### src/design/mau_pkg.sv
package mau_pkg;

  localparam int MOD_WIDTH_DEF = 31;
  localparam int EXP_WIDTH_DEF = 63;
  localparam logic [63:0] MODULUS_RESET = 64'd998244353;
  localparam logic REG_MODULUS = 1'b0;

  typedef enum logic [2:0] {
    MODE_ADD = 3'd0,
    MODE_SUB = 3'd1,
    MODE_MUL = 3'd2,
    MODE_DIV = 3'd3,
    MODE_POW = 3'd4,
    MODE_INV = 3'd5
  } mode_t;

  typedef enum logic [4:0] {
    DP_NOP,
    DP_LOAD,
    DP_RED_STEP,
    DP_SAVE_A,
    DP_SAVE_B,
    DP_ADD,
    DP_SUB,
    DP_ZERO,
    DP_POW_A,
    DP_POW_INV_A,
    DP_POW_INV_B,
    DP_MUL_ACC_INIT,
    DP_MUL_SQ_INIT,
    DP_MUL_AB_INIT,
    DP_MUL_DIV_INIT,
    DP_MUL_STEP,
    DP_MUL_ACC_DONE,
    DP_MUL_TO_BASE,
    DP_MUL_TO_ACC,
    DP_PUBLISH
  } dp_op_t;

  typedef enum logic [3:0] {
    S_IDLE,
    S_RED_A,
    S_RED_B,
    S_DISPATCH,
    S_POW_CHK,
    S_MUL_ACC,
    S_MUL_SQ,
    S_MUL_FIN,
    S_FIN
  } state_t;

  typedef struct packed {
    dp_op_t op;
  } dp_cmd_t;

  typedef struct packed {
    logic       red_done;
    logic       mul_done;
    logic       e_zero;
    logic       e_lsb;
    logic       mod_small;
    logic [2:0] mode;
  } dp_status_t;

endpackage

### src/design/mau_datapath.sv
module mau_datapath import mau_pkg::*; #(
  parameter int MOD_WIDTH = MOD_WIDTH_DEF,
  parameter int EXP_WIDTH = EXP_WIDTH_DEF
) (
  input  logic                 clk,
  input  logic [MOD_WIDTH-1:0] modulus,
  input  logic [2:0]           in_mode,
  input  logic [30:0]          in_a,
  input  logic [62:0]          in_b,
  input  dp_cmd_t              cmd,
  output dp_status_t           status,
  output logic [30:0]          result
);

  localparam int MW = MOD_WIDTH;
  localparam int EW = (EXP_WIDTH > MOD_WIDTH) ? EXP_WIDTH : MOD_WIDTH;

  logic [2:0]    mode;
  logic [63:0]   sh;
  logic [62:0]   bq;
  logic [6:0]    cnt;
  logic [MW-1:0] rem;
  logic [MW-1:0] ra;
  logic [MW-1:0] rb;
  logic [MW-1:0] acc;
  logic [MW-1:0] base;
  logic [EW-1:0] e;
  logic [MW-1:0] x;
  logic [MW-1:0] y;
  logic [MW-1:0] p;
  logic [MW-1:0] res;

  logic [MW:0]   m_ext;
  logic [MW:0]   rem_t;
  logic [MW-1:0] rem_next;
  logic [MW:0]   p_t;
  logic [MW-1:0] p_next;
  logic [MW:0]   x_t;
  logic [MW-1:0] x_next;
  logic [MW:0]   sum_t;
  logic [MW-1:0] add_res;
  logic [MW:0]   dif_t;
  logic [MW-1:0] sub_res;
  logic [63:0]   b64;
  logic [EW-1:0] e_from_b;
  logic [EW-1:0] e_from_m;
  logic [MW-1:0] one;
  logic [63:0]   res64;

  assign m_ext = {1'b0, modulus};
  assign one   = {{(MW-1){1'b0}}, 1'b1};

  always_comb begin
    rem_t    = {rem, sh[63]};
    rem_next = (rem_t >= m_ext) ? MW'(rem_t - m_ext) : rem_t[MW-1:0];
    p_t      = {1'b0, p} + {1'b0, x};
    p_next   = (p_t >= m_ext) ? MW'(p_t - m_ext) : p_t[MW-1:0];
    x_t      = {x, 1'b0};
    x_next   = (x_t >= m_ext) ? MW'(x_t - m_ext) : x_t[MW-1:0];
    sum_t    = {1'b0, ra} + {1'b0, rb};
    add_res  = (sum_t >= m_ext) ? MW'(sum_t - m_ext) : sum_t[MW-1:0];
    dif_t    = (ra < rb) ? ({1'b0, ra} + m_ext - {1'b0, rb}) : ({1'b0, ra} - {1'b0, rb});
    sub_res  = dif_t[MW-1:0];
    b64      = {1'b0, bq};
    e_from_b = '0;
    e_from_b[EXP_WIDTH-1:0] = b64[EXP_WIDTH-1:0];
    e_from_m = '0;
    e_from_m[MW-1:0] = modulus - MW'(2);
  end

  always_ff @(posedge clk) begin
    case (cmd.op)
      DP_LOAD: begin
        mode <= in_mode;
        sh   <= {in_a, 33'b0};
        bq   <= in_b;
        rb   <= '0;
        cnt  <= 7'd31;
        rem  <= '0;
        ra   <= '0;
        base <= '0;
        acc  <= '0;
        e    <= '0;
        x    <= '0;
        y    <= '0;
        p    <= '0;
      end
      DP_RED_STEP: begin
        rem <= rem_next;
        sh  <= {sh[62:0], 1'b0};
        cnt <= cnt - 7'd1;
      end
      DP_SAVE_A: begin
        ra  <= rem;
        rem <= '0;
        sh  <= {bq, 1'b0};
        cnt <= 7'd63;
      end
      DP_SAVE_B: rb <= rem;
      DP_ADD:  acc <= add_res;
      DP_SUB:  acc <= sub_res;
      DP_ZERO: acc <= '0;
      DP_POW_A: begin
        acc  <= one;
        base <= ra;
        e    <= e_from_b;
      end
      DP_POW_INV_A: begin
        acc  <= one;
        base <= ra;
        e    <= e_from_m;
      end
      DP_POW_INV_B: begin
        acc  <= one;
        base <= rb;
        e    <= e_from_m;
      end
      DP_MUL_ACC_INIT: begin
        x <= acc;
        y <= base;
        p <= '0;
      end
      DP_MUL_SQ_INIT: begin
        x <= base;
        y <= base;
        p <= '0;
      end
      DP_MUL_AB_INIT: begin
        x <= ra;
        y <= rb;
        p <= '0;
      end
      DP_MUL_DIV_INIT: begin
        x <= ra;
        y <= acc;
        p <= '0;
      end
      DP_MUL_STEP: begin
        if (y[0]) begin
          p <= p_next;
        end
        x <= x_next;
        y <= y >> 1;
      end
      DP_MUL_ACC_DONE: begin
        acc <= p;
        x   <= base;
        y   <= base;
        p   <= '0;
      end
      DP_MUL_TO_BASE: begin
        base <= p;
        e    <= e >> 1;
      end
      DP_MUL_TO_ACC: acc <= p;
      DP_PUBLISH:    res <= acc;
      default: ;
    endcase
  end

  assign res64  = 64'(res);
  assign result = res64[30:0];

  always_comb begin
    status.red_done  = (cnt == 7'd0);
    status.mul_done  = (y == '0);
    status.e_zero    = (e == '0);
    status.e_lsb     = e[0];
    status.mod_small = (modulus < MW'(2));
    status.mode      = mode;
  end

endmodule

### src/design/mau_ctrl.sv
module mau_ctrl import mau_pkg::*; (
  input  logic       clk,
  input  logic       rst,
  input  logic       in_valid,
  output logic       in_ready,
  output logic       out_valid,
  input  logic       out_ready,
  input  dp_status_t status,
  output dp_cmd_t    cmd
);

  state_t state;
  state_t state_next;
  logic   out_free;

  assign out_free = !out_valid || out_ready;

  always_ff @(posedge clk) begin
    if (rst) begin
      state <= S_IDLE;
    end else begin
      state <= state_next;
    end
  end

  always_ff @(posedge clk) begin
    if (rst) begin
      out_valid <= 1'b0;
    end else if (state == S_FIN && out_free) begin
      out_valid <= 1'b1;
    end else if (out_ready) begin
      out_valid <= 1'b0;
    end
  end

  always_comb begin
    state_next = state;
    unique case (state)
      S_IDLE:     if (in_valid) state_next = S_RED_A;
      S_RED_A:    if (status.red_done) state_next = S_RED_B;
      S_RED_B:    if (status.red_done) state_next = S_DISPATCH;
      S_DISPATCH: begin
        if (status.mod_small) begin
          state_next = S_FIN;
        end else begin
          case (status.mode)
            MODE_MUL:                     state_next = S_MUL_FIN;
            MODE_DIV, MODE_POW, MODE_INV: state_next = S_POW_CHK;
            default:                      state_next = S_FIN;
          endcase
        end
      end
      S_POW_CHK: begin
        if (status.e_zero) begin
          state_next = (status.mode == MODE_DIV) ? S_MUL_FIN : S_FIN;
        end else if (status.e_lsb) begin
          state_next = S_MUL_ACC;
        end else begin
          state_next = S_MUL_SQ;
        end
      end
      S_MUL_ACC: if (status.mul_done) state_next = S_MUL_SQ;
      S_MUL_SQ:  if (status.mul_done) state_next = S_POW_CHK;
      S_MUL_FIN: if (status.mul_done) state_next = S_FIN;
      S_FIN:     if (out_free) state_next = S_IDLE;
      default:   state_next = S_IDLE;
    endcase
  end

  always_comb begin
    cmd.op   = DP_NOP;
    in_ready = 1'b0;
    unique case (state)
      S_IDLE: begin
        in_ready = 1'b1;
        if (in_valid) cmd.op = DP_LOAD;
      end
      S_RED_A: cmd.op = status.red_done ? DP_SAVE_A : DP_RED_STEP;
      S_RED_B: cmd.op = status.red_done ? DP_SAVE_B : DP_RED_STEP;
      S_DISPATCH: begin
        if (status.mod_small) begin
          cmd.op = DP_ZERO;
        end else begin
          case (status.mode)
            MODE_ADD: cmd.op = DP_ADD;
            MODE_SUB: cmd.op = DP_SUB;
            MODE_MUL: cmd.op = DP_MUL_AB_INIT;
            MODE_DIV: cmd.op = DP_POW_INV_B;
            MODE_POW: cmd.op = DP_POW_A;
            MODE_INV: cmd.op = DP_POW_INV_A;
            default:  cmd.op = DP_ZERO;
          endcase
        end
      end
      S_POW_CHK: begin
        if (status.e_zero) begin
          cmd.op = (status.mode == MODE_DIV) ? DP_MUL_DIV_INIT : DP_NOP;
        end else if (status.e_lsb) begin
          cmd.op = DP_MUL_ACC_INIT;
        end else begin
          cmd.op = DP_MUL_SQ_INIT;
        end
      end
      S_MUL_ACC: cmd.op = status.mul_done ? DP_MUL_ACC_DONE : DP_MUL_STEP;
      S_MUL_SQ:  cmd.op = status.mul_done ? DP_MUL_TO_BASE : DP_MUL_STEP;
      S_MUL_FIN: cmd.op = status.mul_done ? DP_MUL_TO_ACC : DP_MUL_STEP;
      S_FIN:     if (out_free) cmd.op = DP_PUBLISH;
      default:   cmd.op = DP_NOP;
    endcase
  end

endmodule

### src/design/modular_arithmetic_unit.sv
// operands are reduced bit-serially modulo the modulus (a, then b); add/subtract then finish,
// multiply runs the bit-serial shift-add multiplier, and power, inverse and divide run it for
// each exponent bit: a multiply when the bit is set, then a square
// one request is in flight at a time; a finished result waits in the output register
// rst is synchronous active high: modulus returns to 998244353, no result pending
module modular_arithmetic_unit import mau_pkg::*; #(
  parameter int MOD_WIDTH = MOD_WIDTH_DEF,
  parameter int EXP_WIDTH = EXP_WIDTH_DEF
) (
  input  logic         clk,
  input  logic         rst,
  input  logic         s_tvalid,
  output logic         s_tready,
  input  logic [103:0] s_tdata,   // mode[2:0], operand_a[33:3], operand_b[96:34]
  output logic         m_tvalid,
  input  logic         m_tready,
  output logic [31:0]  m_tdata,   // result[30:0]
  input  logic         psel,
  input  logic         penable,
  input  logic         pwrite,
  input  logic [2:0]   paddr,
  input  logic [31:0]  pwdata,
  output logic [31:0]  prdata,
  output logic         pready
);

  logic [MOD_WIDTH-1:0] modulus;
  logic [63:0]          wext;
  logic [63:0]          rext;
  logic [63:0]          rst_val;
  dp_cmd_t              cmd;
  dp_status_t           status;
  logic [30:0]          result;

  assign pready  = 1'b1;
  assign wext    = 64'(pwdata[30:0]);
  assign rst_val = MODULUS_RESET;
  assign rext    = 64'(modulus);
  assign prdata  = {1'b0, rext[30:0]};

  always_ff @(posedge clk) begin
    if (rst) begin
      modulus <= rst_val[MOD_WIDTH-1:0];
    end else if (psel && penable && pwrite && paddr[2] == REG_MODULUS) begin
      modulus <= wext[MOD_WIDTH-1:0];
    end
  end

  mau_ctrl u_ctrl (
    .clk       (clk),
    .rst       (rst),
    .in_valid  (s_tvalid),
    .in_ready  (s_tready),
    .out_valid (m_tvalid),
    .out_ready (m_tready),
    .status    (status),
    .cmd       (cmd)
  );

  mau_datapath #(
    .MOD_WIDTH (MOD_WIDTH),
    .EXP_WIDTH (EXP_WIDTH)
  ) u_datapath (
    .clk     (clk),
    .modulus (modulus),
    .in_mode (s_tdata[2:0]),
    .in_a    (s_tdata[33:3]),
    .in_b    (s_tdata[96:34]),
    .cmd     (cmd),
    .status  (status),
    .result  (result)
  );

  assign m_tdata = {1'b0, result};

endmodule
### config.mk
export PLATFORM = sky130hd
export DESIGN_NAME = modular_arithmetic_unit
export DESIGN_NICKNAME = d
export VERILOG_FILES = /design/src/design/mau_pkg.sv /design/src/design/mau_datapath.sv /design/src/design/mau_ctrl.sv /design/src/design/modular_arithmetic_unit.sv
export SDC_FILE = /design/constraint.sdc
export NUM_CORES = 1
export LEC_CHECK = 0
export BUFFER_PORTS_ARGS = -buffer_cell sky130_fd_sc_hd__buf_2
export CAP_MARGIN = 30
export CELL_PAD_IN_SITES_DETAIL_PLACEMENT = 1
export CELL_PAD_IN_SITES_GLOBAL_PLACEMENT = 1
export CORE_UTILIZATION = 40
export CTS_CLUSTER_DIAMETER = 100
export DETAILED_ROUTE_END_ITERATION = 16
export PLACE_DENSITY_LB_ADDON = 0.08
export SETUP_SLACK_MARGIN = 0.5
export SLEW_MARGIN = 10
export SYNTH_ARGS = -nofsm -noshare
export SYNTH_HDL_FRONTEND = slang
export SYNTH_SLANG_ARGS = --single-unit
### constraint.sdc
create_clock -name clk -period 26.8 [get_ports clk]
set_clock_uncertainty 0.1 [all_clocks]
set_input_delay 4.02 -clock clk [delete_from_list [all_inputs] [get_ports clk]]
set_output_delay 4.02 -clock clk [all_outputs]
set_load 0.005 [all_outputs]
Yosys cells after proc, flatten, opt, wreduce, memory -nomap -nowiden
Index checks and enable logic that the tools add are counted.
{ "op_classes": {"add_sub_neg": 11, "order_cmp": 6, "n_eq_ne": 40, "n_mux": 46, "bitwise": 1, "n_reduce_logical": 35} }
{ "ops": {"columns": ["operator", "n"], "rows": [
  ["$pmux 31 s5", 3],
  ["$pmux 63 s4", 1],
  ["$pmux 31 s2", 4],
  ["$pmux 64 s3", 1],
  ["$mux 31", 6],
  ["$sub 31x31->31", 6],
  ["$ge 32x31->1", 4],
  ["$pmux 31 s4", 1],
  ["$add 31x31->32", 2],
  ["$logic_not 63->1", 1],
  ["$pmux 5 s9", 1],
  ["$mux 4", 11],
  ["$eq 5x4->1 const B", 8],
  ["$pmux 4 s9", 1],
  ["$add 31x31->31", 1],
  ["$logic_not 31->1", 1],
  ["$lt 31x2->1 const B", 1],
  ["$lt 31x31->1", 1],
  ["$sub 31x2->31 const B", 1],
  ["$mux 5", 6],
  ["$pmux 4 s6", 1],
  ["$pmux 7 s3", 1],
  ["$eq 5x3->1 const B", 4],
  ["$eq 5x5->1 const B", 4],
  ["32 further kinds", 68]
]} }
{ "word_totals": {"reg_bits": 515, "inputBits": 146, "output_inout_bits": 67} }

Depth between registers and ports, before layout
Gate-level depths: netlist (run 1).
{ "logic_depth": {"ltp_word": 8, "depth_mapped": 26} }

Cells and area by module
From an unflattened synthesis (run 1), not the netlist that was laid out.
{ "unflattened": {"hier_cells": 3629, "area_unflattened_um2": 36418.7} }
{ "modules_own_cells": {"columns": ["module", "n_inst", "cells_per_inst", "area_per_inst_um2", "seq_area_each_um2"], "rows": [
  ["mau_datapath", 1, 3401, 34347.9, 14353.8],
  ["modular_arithmetic_unit", 1, 141, 1422.6, 620.6],
  ["mau_ctrl", 1, 87, 648.1, 100.1]
]} }

Least setup slack after synthesis (run 1)
Ideal clock, no wire load.
{ "synth_timing": {"kind": "input port to flip-flop", "from": "input m_tready", "to": "register u_datapath.e[0] (enable)", "setup_time_ps": 578, "arrival_ps": 10502, "path_slack_ps": 15620, "stages": 6, "path_cell_list": "nor2b_1 > nor2_1 > nor2_1 > o221ai_2 > inv_2 > a211oi_1"} }
{ "synth_between": {"elab_chain_cells": 6, "elab_cells_between_ends": 10, "cone_classes": "eq/ne: 5; mux: 2; reduce/logical: 3"} }
{ "synth_rtl": {"columns": ["element", "line_no", "rtl"], "rows": [
  ["start: declaration", "modular_arithmetic_unit.sv:16", "input logic m_tready,"],
  ["$logic_or 1x1->1 (*)", "mau_ctrl.sv:16", "assign out_free = !out_valid || out_ready;"],
  ["$mux 5 (*)", "mau_ctrl.sv:107", "S_FIN: if (out_free) cmd.op = DP_PUBLISH;"],
  ["$pmux 5 s9 (*)", "mau_ctrl.sv:73", "unique case (state)"],
  ["$eq 5x4->1", "mau_datapath.sv:72", "case (cmd.op)"],
  ["$reduce_or 2->1 (no line)", null, null],
  ["$reduce_bool 4->1 (no line) (*)", null, null],
  ["end signal: assignment", "mau_datapath.sv:106", "e <= e_from_b;"],
  ["end signal: assignment", "mau_datapath.sv:111", "e <= e_from_m;"],
  ["end signal: assignment", "mau_datapath.sv:116", "e <= e_from_m;"],
  ["end: declaration", "mau_datapath.sv:27", "logic [EW-1:0] e;"]
]} }
Mark *: on every way between the ends. The rest lies on a longest branch, timed or not.
A chain may end at the register's enable or synchronous reset.

Worst setup path after layout (run 1)
{ "layout_timing": {"from": "input m_tready", "to": "register u_datapath.rem[4] (data pin)"} }
{ "layout_between": {"elab_chain_cells": 6, "elab_cells_between_ends": 8, "cone_classes": "eq/ne: 3; mux: 3; reduce/logical: 2"} }
{ "layout_rtl": {"columns": ["element", "line_no", "rtl"], "rows": [
  ["$logic_or 1x1->1 (*)", "mau_ctrl.sv:16", null],
  ["$mux 5 (*)", "mau_ctrl.sv:107", null],
  ["$pmux 5 s9 (*)", "mau_ctrl.sv:73", null],
  ["$eq 5x2->1 or $eq 5x1->1 (tied branches)", "mau_datapath.sv:72", null],
  ["$reduce_or 2->1 (no line)", null, null],
  ["$pmux 31 s2 (*)", "mau_datapath.sv:72", null],
  ["end signal: assignment", "mau_datapath.sv:89", "rem <= rem_next;"],
  ["end: declaration", "mau_datapath.sv:22", "logic [MW-1:0] rem;"]
]} }
Marked as above.

==> flow_summary.json, run 1 <==
{
  "grt.total_usage": 0.2903,
  "place_congestion": 0.9237,
  "rows": 110,
  "layout_commonest_cell": "edfxtp_1",
  "worst_pin_slew_ns": 1.035,
  "hpwl_microns": 105700,
  "synth_cell_type_count": 96,
  "grt_pass1_vias": 31560,
  "htree_levels": 2,
  "clock-sinks": 514,
  "die_y_microns": 303.2,
  "clk_pin_slew_ns": 0.06,
  "worstSetupStartpointType": "input port",
  "fin_nets": 4214,
  "cts_setup_buffers": 0,
  "cp_data_arrival_time_ns": 8.86,
  "seq_area_frac_synth": 0.4153,
  "first_pass_iters": 8,
  "initial_core_util": 0.4032,
  "grt_pass1_wl_microns": 199500,
  "fin_crit_ns": 8.570,
  "post-route-period-util": 0.3198,
  "io_buffer_count": 199,
  "holdBufCountCts": 0,
  "drc": 0,
  "syn_area_per_cell_sq_um": 10.00,
  "areaGrowthSynthToFinish_pct": 12.47,
  "async_flop_share": 0,
  "layout-drive-gt1-share": 0.1135,
  "ys_warn_count": 0,
  "slew_violations": 0,
  "cp.required_ns": 27.09,
  "yosys_register_bits": 514,
  "ant_nets": 0,
  "die_w_microns": 303.2,
  "critPathMaxFanout": 61,
  "setup_viol": 0,
  "syn_inst": 3629,
  "synthFlopType": "edfxtp_1",
  "wl_per_cell_microns": 26.99,
  "final_cell_mix": "edfxtp_1, nand2_1, ha_1",
  "relSlewSlack": 0.2921,
  "die_area_sq_mm": 0.09195,
  "status": "complete, no violations",
  "grt_max_degree": 98,
  "path_class": "in2reg",
  "max_freq_mhz": 116.7,
  "fill_cells": 9995,
  "insertion_delay_ns": 0.68,
  "maxCapViolations": 0,
  "cts_tree": "yes",
  "finalHoldViolations": 0,
  "drt_iter0_markers": 2372,
  "antenna_found_initial": 8,
  "core_sq_mm": 0.09001,
  "cts_buffers": 60,
  "rsz0062_at_grt": "false",
  "cts-root-buf": "clkbuf_16",
  "cp-end-kind": "flop",
  "fin_tns_setup_ns": 0,
  "syn_area_sq_mm": 0.03629,
  "gr-total-overflow": 0,
  "cts_resized": 0,
  "io_pins": 213,
  "viasPerCell": 6.054,
  "num_vias": 30330,
  "synth_edf_count": 478,
  "hold_path_class": "reg2reg",
  "drt-total-wl_microns": 135200,
  "cts_max_path_buffers": 3
}
[cell families after synthesis]
kind of cell               share of synthesized area
and+or+nand+nor                               0.1266
DFF                                           0.4153
xor gates and xnor gates                     0.05936
AOI/OAI and AO/OA                             0.2078
muxes                                        0.03920
buffers and inverters                        0.04454
other                                      0.0002069
adders and majority gates                     0.1069
[synth_stat cells, drive strengths merged (63+ instances only)]
cell type,number,area share
inv,233,0.024
edfxtp,478,0.40
nor3,92,0.013
a22o,63,0.015
mux2i,132,0.036
xor2,70,0.017
ha,251,0.087
nor2,221,0.023
nand2,271,0.028
o21ai,214,0.030
a22oi,75,0.016
clkbuf,129,0.013
and2,76,0.013
a21o,87,0.018
a21oi,237,0.033
xnor2,176,0.042
[metrics by stage]
| stage | hold WS, ns | util | instance area [sq um] | setup WS, ns | instances |
|---|---|---|---|---|---|
| 2_1_floorplan | 0.3492 | - | 36300 | 15.62 | 3630 |
| 3_3_place_gp | 0.3594 | 0.4290 | 38610 | 17.14 | 4885 |
| 3_5_place_dp | 0.3694 | 0.4298 | 38690 | 17.06 | 4891 |
| 4_1_cts | 0.3777 | 0.4526 | 40740 | 17.75 | 5004 |
| 5_1_grt | 0.4028 | 0.4534 | 40820 | 17.99 | 5007 |
| 6_report | 0.3736 | 0.4535 | 40820 | 18.23 | 5009 |
[worst paths after layout]
path | startpoint | endpoint | slack [ns] | cells after the start
min reg2reg | modulus[2] | modulus[2] | 0.37 | 2
min | modulus[2] | modulus[2] | 0.37 | 2
max | m_tready | u_datapath.rem[4] | 18.23 | 18
max reg2reg | u_datapath.rb[18] | u_datapath.acc[9] | 19.79 | 18
[critical path: stages]
cell	delay [ns]
buf_2	0.10
nor2b_1	0.22
nor2_4	0.06
buf_4	0.28
o32ai_1	0.20
o31a_1	0.18
o221a_1	0.19
buf_4	0.49
and2_1	0.59
nand4_1	0.17
buf_4	0.22
inv_2	0.07
buf_4	0.20
buf_16	0.33
nor2_1	0.27
inv_2	0.44
buf_4	0.57
nor2_1	0.12
[sequential cells by signal (all words and copies together), names as in the netlist, 4 cells and up]
name	cells
modulus	31
u_ctrl.state	4
u_datapath.acc	31
u_datapath.base	31
u_datapath.bq	63
u_datapath.cnt	7
u_datapath.e	63
u_datapath.p	31
u_datapath.ra	31
u_datapath.rb	31
u_datapath.rem	31
u_datapath.result	31
u_datapath.sh	63
u_datapath.x	31
u_datapath.y	31
[layout make-up]
cell class                 instances  area (sq um)  area share
antenna                            2         5.005   0.0001226
clock buffer                      72          1577     0.03862
clock inverter                    41         478.0     0.01171
inverter                         233         874.6     0.02143
multi-input combinational       2711         19790      0.4849
sequential                       514         15070      0.3693
tap                             1176          1471     0.03605
timing repair buffer             260          1548     0.03792
[per-layer routing]
layer  part of all wire  routed length (microns)  global-route usage  vias up
met1               0.44                    59310              0.3851    15230
met5            0.00025                       34                   0        -
met3              0.059                     7990             0.04305      185
met4              0.032                     4273             0.09763        6
met2               0.47                    63600              0.4830      956
li1                   -                        -                   -    13950
Power of run 1 is left out: the tool's default activity adds up to more than one toggle a clock period on the data nets, which glitch-free logic cannot reach.
==> run 2, diff against run 1 <==
- clock period: 26.8 -> 7.9 ns (I/O delays scaled with it)
==> flow_summary.json, run 2 (synthesis results as in run 1) <==
{
  "cts_setup_buffers": 0,
  "grt_pass1_vias": 31720,
  "die_y_microns": 303.2,
  "final_cell_area_sq_mm": 0.04077,
  "relSlewSlack": 0.3372,
  "maxCapViolations": 0,
  "timing.rr.end": "u_datapath.acc[9]",
  "hpwl_microns": 106600,
  "layout-drive-gt1-share": 0.1153,
  "worst_pin_slew_ns": 0.9941,
  "cts_buffers": 60,
  "htree_levels": 2,
  "cts-root-buf": "clkbuf_16",
  "setup_viol": 0,
  "cts_tree": "yes",
  "fin_tns_setup_ns": 0,
  "rows": 110,
  "slowest_stage": "or4_4",
  "crit_start": "u_datapath.rb[18]",
  "endpoint": "u_datapath.acc[9]",
  "ant_nets": 0,
  "grt_max_degree": 69,
  "worstSetupStartpointType": "flop",
  "placed_area_sq_mm": 0.03878,
  "slew_violations": 0,
  "max_stage_delay_ns": 0.61,
  "final_cell_mix": "edfxtp_1, nand2_1, ha_1",
  "drc": 0,
  "grt_pass1_wl_microns": 200500,
  "rsz0062_at_grt": "false",
  "die_area_sq_mm": 0.09195,
  "drt_iter0_markers": 2540,
  "reg2reg_depth": 18,
  "path_cells": "inv_1 > ha_1 > or4_4 > or4_4 > a2111oi_4 > o21ai_2 > o211a_2 > o41ai_4 > xnor2_1 > ha_1 > nand4_1 > nor2_1 > nand4_1 > a31oi_1 > a211o_1 > a31o_4 > mux2_2 > a221o_1",
  "r2r_setup_slack_ns": 1.25,
  "initial_core_util": 0.4032,
  "post-route-period-util": 0.8420,
  "drt-total-wl_microns": 135100,
  "cts_max_path_buffers": 3,
  "cp_data_arrival_time_ns": 6.98,
  "max_freq_mhz": 150.3,
  "io_buffer_count": 199,
  "finalHoldViolations": 0,
  "num_vias": 30420,
  "grt.total_usage": 0.2904,
  "fin_nets": 4225,
  "critPathMaxFanout": 39,
  "die_w_microns": 303.2,
  "status": "complete, no violations",
  "first_pass_iters": 6,
  "path_class": "reg2reg",
  "clock-sinks": 514,
  "gr-total-overflow": 0,
  "cp.required_ns": 8.22,
  "cp-end-kind": "flop",
  "place_congestion": 0.9476,
  "hold_path_class": "reg2reg",
  "antenna_found_initial": 4,
  "core_sq_mm": 0.09001,
  "layout_commonest_cell": "edfxtp_1",
  "fill_cells": 10060,
  "wl_per_cell_microns": 26.90,
  "holdBufCountCts": 0,
  "insertion_delay_ns": 0.69,
  "cts_resized": 0,
  "io_pins": 213,
  "areaGrowthSynthToFinish_pct": 12.33,
  "viasPerCell": 6.058,
  "rr_startpoint": "u_datapath.rb[18]",
  "fin_crit_ns": 6.652,
  "clk_pin_slew_ns": 0.06,
  "reg_top3": "u_datapath.bq x63, u_datapath.e x63, u_datapath.sh x63"
}
==> run 2: cell types whose count changed in the layout (fill, tap and decap cells not counted), sizes merged <==
cell,delta
diode,+2
clkinv,+2
buf,+11
bufinv,-5
clkbuf,+5
inv,-2
==> run 2: cell type report <==
cell class | count | area, sq um | area share
multi-input cells | 2711 | 19790 | 0.4853
flip-flops and latches | 514 | 15070 | 0.3698
clock buffers | 77 | 1615 | 0.03962
repair buffers | 271 | 1598 | 0.03919
well taps | 1176 | 1471 | 0.03609
inverters | 233 | 874.6 | 0.02145
clock inverters | 36 | 339.1 | 0.008317
diodes | 4 | 10.01 | 0.0002455
==> run 2: per-layer routing <==
layer	track usage	wire (microns)	up-vias
li1	-	-	13970
met1	0.3941	60440	15300
met2	0.4816	63180	973
met3	0.03855	7563	175
met4	0.08555	3908	2
met5	0	10	-
==> run 2: worst min-delay path by stage <==
stage | startpoint | endpoint | slack (ns) | cells after the start
floorplan | u_datapath.acc[30] | u_datapath.result[30] | 0.35 | 0
global placement | modulus[2] | modulus[2] | 0.36 | 2
detailed placement | modulus[2] | modulus[2] | 0.38 | 2
CTS | modulus[2] | modulus[2] | 0.39 | 2
global route | modulus[2] | modulus[2] | 0.42 | 2
finish | modulus[2] | modulus[2] | 0.38 | 2
==> run 2: metrics by stage <==
stage | worst slack [ns] | util | hold WS (ns) | instances
floorplan | 1.042 | - | 0.3492 | 3630
global placement | 1.179 | 0.4306 | 0.3608 | 4899
detailed placement | 1.053 | 0.4309 | 0.3787 | 4904
CTS | 1.044 | 0.4526 | 0.3881 | 5017
global route | 0.7748 | 0.4528 | 0.4182 | 5018
finish | 1.248 | 0.4529 | 0.3834 | 5022
==> run 2: critical path, delay by kind of cell (launching register included) <==
kind	cells	cell delay [ns]
compound gates	8	2.37
simple gates	5	1.81
fa+ha+maj	2	1.01
flops	1	0.41
mux	1	0.40
xor+xnor	1	0.15
buf+inv	1	0.11
Power of run 2 is left out for the same reason.
